$ cat config.mk
export PLATFORM = sky130hd
export DESIGN_NAME = dlc_ram
export DESIGN_NICKNAME = d
export VERILOG_FILES = /design/src/rtl/assert_macros.svh /design/src/rtl/dlc_ram.sv
export SDC_FILE = /design/constraint.sdc
export NUM_CORES = 1
export LEC_CHECK = 0
export ABC_AREA = 1
export BUFFER_PORTS_ARGS = -buffer_cell sky130_fd_sc_hd__clkbuf_2
export CAP_MARGIN = 20
export CORE_MARGIN = 1.5
export CORE_UTILIZATION = 50
export CTS_BUF_LIST = sky130_fd_sc_hd__clkbuf_4
export CTS_CLUSTER_SIZE = 16
export DETAILED_ROUTE_END_ITERATION = 8
export GPL_TIMING_DRIVEN = 0
export PLACE_DENSITY_LB_ADDON = 0.05
export SKIP_LAST_GASP = 1
export SLEW_MARGIN = 20
export SYNTH_ARGS = -nofsm -noshare
export SYNTH_HDL_FRONTEND = slang
export SYNTH_SLANG_ARGS = --single-unit
$ cat constraint.sdc
create_clock -name clk -period 1 [get_ports clk]
set_input_delay 0.1 -clock clk [delete_from_list [all_inputs] [get_ports clk]]
set_output_delay 0.1 -clock clk [all_outputs]
set_load 0.02 [all_outputs]
$ cat src/rtl/assert_macros.svh
// Assertion macros for the block's own checks.
`ifndef ASSERT_MACROS_SVH
`define ASSERT_MACROS_SVH

// Check that ante implies cons in the same cycle.
`define CHK_SAME(lbl, clk, rst_n, ante, cons, msg) \
  lbl: assert property (@(posedge clk) disable iff (!rst_n) (ante) |-> (cons)) \
    else $error(msg);

// Check that ante implies cons in the next cycle.
`define CHK_NEXT(lbl, clk, rst_n, ante, cons, msg) \
  lbl: assert property (@(posedge clk) disable iff (!rst_n) (ante) |=> (cons)) \
    else $error(msg);

`endif

$ cat src/rtl/dlc_ram.sv
module dlc_ram #(
  parameter int WIDTH = 8,
  parameter int DEPTH = 16
) (
  input  logic                     clk,
  input  logic                     we,
  input  logic [$clog2(DEPTH)-1:0] waddr,
  input  logic [WIDTH-1:0]         wdata,
  input  logic [$clog2(DEPTH)-1:0] raddr,
  output logic [WIDTH-1:0]         rdata
);

  logic [WIDTH-1:0] mem_r [DEPTH];
  logic [WIDTH-1:0] rdata_r;

  always_ff @(posedge clk) begin
    if (we) begin
      mem_r[waddr] <= wdata;
    end
    rdata_r <= mem_r[raddr];
  end

  assign rdata = rdata_r;

endmodule

Word level (Yosys, flattened, before mapping) --
Memories as Yosys holds them, arrays and structs flattened. A register that Yosys moved wholly into a read port is not among the register bits. Index checks and enable logic that the tools add are counted.
Storage, ports and cells: output and inout port bits 8, memories 1, memory bits (read-only) 0, bits in latches 0, input port bits 18, bits in writable memories 128, bits in registers 0, logic and storage cells 3
Operators by class: add/subtract/negate cells 0, bitwise operators 0, divide/modulo/power cells 0, shift operators 0, multipliers 0, reduce and logical (&&, ||, !) cells 0, multiplexer cells 2, $lt $le $gt $ge 0, equality and inequality tests 0
Memories:
- mem_r | words 16, bits a word 8, rd ports 1, clocked after Yosys merged registers in 1, wr ports 1, line dlc_ram.sv:13 | logic [WIDTH-1:0] mem_r [DEPTH];
Operators with widths (count):
- two-way mux 1 bit | 2

Longest topological paths before layout --
depth after elaboration 2, gate-level depth with buffers 8, depth with buffers taken out 7

Worst setup path before layout --
Ideal clock, no wire load.
path kind input port to flip-flop, start point input port waddr[3], end point memory mem_r[4][0] (enable), setup time 0.370 ns, data required time 0.630 ns, path slack -0.051 ns, stages 2, data arrival time 0.681 ns, path buffers 0, cell sequence nand3b_1 -> nor2_1
RTL lines:
- start: declaration | line dlc_ram.sv:7 | input logic [$clog2(DEPTH)-1:0] waddr,
- end: declaration | line dlc_ram.sv:13
Straight into the memory's write port.

Worst setup path after layout --
start point register rdata_r[4] (netlist: rdata[4]) (read register of mem_r), end point output port rdata[4]
RTL lines:
- start: declaration | line dlc_ram.sv:14 | logic [WIDTH-1:0] rdata_r;
- end: declaration | line dlc_ram.sv:10 | output logic [WIDTH-1:0] rdata
No word-level cell between the ends.

==> results.py <==
metrics = {
    "clocking": {
        "clk-insertion-delay-late_ps": 550,
        "cts_tree": "done",
        "path_clk_slew_ps": 110,
        "numCtsBuffers": 17,
        "cts-root-buf": "clkbuf_4",
        "h-tree-depth": 4,
        "cts_sinks": 136,
        "clk_path_buf_depth": 2,
    },
    "setup_path": {
        "endpoint_kind": "output port",
        "r2r-end": "rdata[2]",
        "cp_num_buf_inv": 1,
        "path_cells": "buf_8",
        "critPathKind": "flip-flop to output port",
        "crit_required_ps": 900,
        "crit_family": "flip-flops",
        "r2r-start": "mem_r[8][2]",
        "cp_num_cells": 1,
        "ff2ff_setup_slack_ps": 20,
        "start_kind": "flip-flop",
        "cpPeakStageDelay_ps": 340,
        "cp.arrival_ps": 1010,
        "crit_fanout": 1,
        "worst_path_max_delay_cell": "dfxtp_2",
        "r2r_cells": 6,
    },
    "route": {
        "wl_per_cell_um": 18.1,
        "routed_wl_mm": 13.6,
        "final_antenna_net_count": 0,
        "drt_iter0_drc": 371,
        "via_count": 3871,
        "drcViolationCount": 0,
        "avgViaCountPerCell": 5.14,
        "drt_pass1_iterations": 5,
    },
    "hold_path": {
        "hold_class": "input port to flip-flop",
        "min_from": "wdata[5]",
        "whs_endpoint": "mem_r[6][5]",
        "hold_depth": 1,
    },
    "cells_and_area": {
        "area_growth_pct": 16.4,
        "drive_above_1_share": 0.226,
        "n_fill_cell": 982,
        "final_cells": 753,
        "antenna_cells": 0,
        "finalNetCount": 615,
    },
    "floorplanning": {
        "die_area_um2": 12200,
        "fp.coreArea_um2": 11300,
        "start_util": 0.509,
        "ios": 26,
        "die_h_um": 110,
        "rows": 39,
        "die_w_um": 110,
    },
    "sta": {
        "tightest_slew_ps": 773,
        "min_period_over_period": 1.11,
        "period_needed_ps": 1110,
        "skew_ps": 16.5,
        "relSlewSlack": 0.483,
        "maxSlewViolCount": 0,
        "rsz0062_at_grt": "yes",
        "max_freq_ghz": 0.902,
        "finalHoldViolCount": 0,
        "finalSetupViolCount": 8,
        "fin_ws_ps": -109,
    },
    "power": {
        "p_per_area_nw_per_um2": 1660,
        "p_leak_uw": 0.00290,
        "peakVddDrop_uv": 888,
        "power_uw": 11200,
    },
    "grt": {
        "grt_overflow": 0,
        "grt_pass1_vias": 3605,
        "grt_pass1_wl_mm": 20.8,
        "grt_max_degree": 17,
        "grtUsageTotal": 0.249,
        "antenna_found_initial": 0,
    },
    "synth": {
        "yosysSeqAreaShare": 0.694,
        "yosys.area.top_type": "edfxtp_1",
        "ys.flop_type": "edfxtp_1",
        "syn_avg_cell_area_um2": 10.5,
        "synthesis.area_um2": 5770,
        "synthTopCellsByArea": "edfxtp_1 67%, nand2_1 11%, nand3_1 8.4%, inv_1 6.5%, dfxtp_1 2.8%",
        "synth_warnings": 0,
        "syn-num-nets": 569,
        "synth_edf_count": 128,
        "synth_cells": 551,
        "synth.most_common_cell": "nand2_1",
        "synth_top_area_share": 0.667,
        "async_reset_ff_frac": 0,
        "synth_common_cells": "173 x nand2_1, 128 x edfxtp_1, 100 x inv_1",
        "ys_ff_latch": 136,
        "synth_cell_types": 12,
    },
    "placement": {
        "dpl.hpwl_mm": 8.93,
        "place_ws_ps": -623,
        "io_buffers": 22,
        "dp_cells": 716,
        "gp_congestion": 0.928,
    },
    "outcome": {
        "outcome": "finished with violations",
        "violations": "setup timing",
    },
    "job": {
        "max-cap-violations": 0,
    },
}
## cell families (layout without fill, tap and decap cells)
logic type,Yosys count,in the layout,synth area share
and+or+nand+nor,289,289,0.210
DFF,136,136,0.694
buffers and inverters,126,185,0.0952
## routing by layer
layer,track usage,share of wire,vias to the layer above
met1,0.363,0.45,1821
met3,0.0494,0.075,28
met5,0,0,-
met4,0.0888,0.027,0
li1,-,-,1868
met2,0.372,0.45,154
## stage by stage
stage               TNS (ps)  hold slack, ps   util  cell area, µm²
CTS                    -1110            1.90  0.574            6500
detailed placement    -57260             515  0.536            6060
global placement      -54270             516  0.536            6060
global route           -1230            41.6  0.593            6710
floorplan              -4120             199      -            5770
finish                  -787            40.6  0.593            6710
## cell usage in the layout (no fill, tap or decap)
cell type,synthesis,routed
buf_1,1,1
buf_2,13,13
buf_4,4,4
buf_6,6,6
buf_8,0,8
bufinv_16,0,3
clkbuf_2,0,14
clkbuf_4,0,22
clkinv_1,0,1
clkinv_2,0,4
clkinvlp_4,0,2
dfxtp_2,0,8
dlygate4sd3_1,0,5
edfxtp_1,128,128
inv_1,100,98
inv_2,2,4
nand2_1,173,169
nand2_2,0,4
nand3_1,97,59
nand3_2,0,38
nand3b_1,2,2
nor2_1,17,9
nor2_2,0,8
## power by group
group          total, µW  switching (µW)  internal (µW)
Sequential          6420            46.8           6370
Combinational       1020             671            353
Clock               3720            1870           1850
Total              11200            2590           8570
## repair_timing
action | 4_1_cts | 5_1_grt
pin swaps | 0 | 17
endpoints found under the hold margin | 6 | 1
resized for setup | 30 | 49
hold buffers | 3 | 2
setup endpoints to repair | 28 | 40
cloned | 0 | 0
setup buffers | 0 | 0
## worst max-delay path by stage
stage,startpoint,end,slack (ps)
floorplan,waddr[2],mem_r[10][0],-50
global placement,waddr[3],mem_r[7][1],-610
detailed placement,waddr[1],mem_r[13][3],-620
CTS,rdata[6],rdata[6],-150
global route,rdata[5],rdata[5],-150
finish,rdata[4],rdata[4],-110
## state kept, by name (all words and copies together), names as in the netlist
signal,cells
rdata,8
mem_r,128
## worst reg2reg max path, stage by stage, from the launching register on
cell      delay [ps]
edfxtp_1         380
inv_1             60
nand2_1           60
nand3_2          120
nand3_2           70
nand3_2          100
nand2_1           70
## cell type report
type / count / area, µm² / area share
Sequential cell: 136 / 4010 / 0.598
Multi-Input combinational cell: 289 / 1430 / 0.214
Inverter: 102 / 383 / 0.0571
Timing Repair Buffer: 27 / 240 / 0.0358
Tap cell: 143 / 179 / 0.0267
Buffer: 24 / 166 / 0.0248
Clock buffer: 22 / 165 / 0.0246
Clock inverter: 10 / 129 / 0.0192
Note: power is estimated with default switching activity, not from simulation.
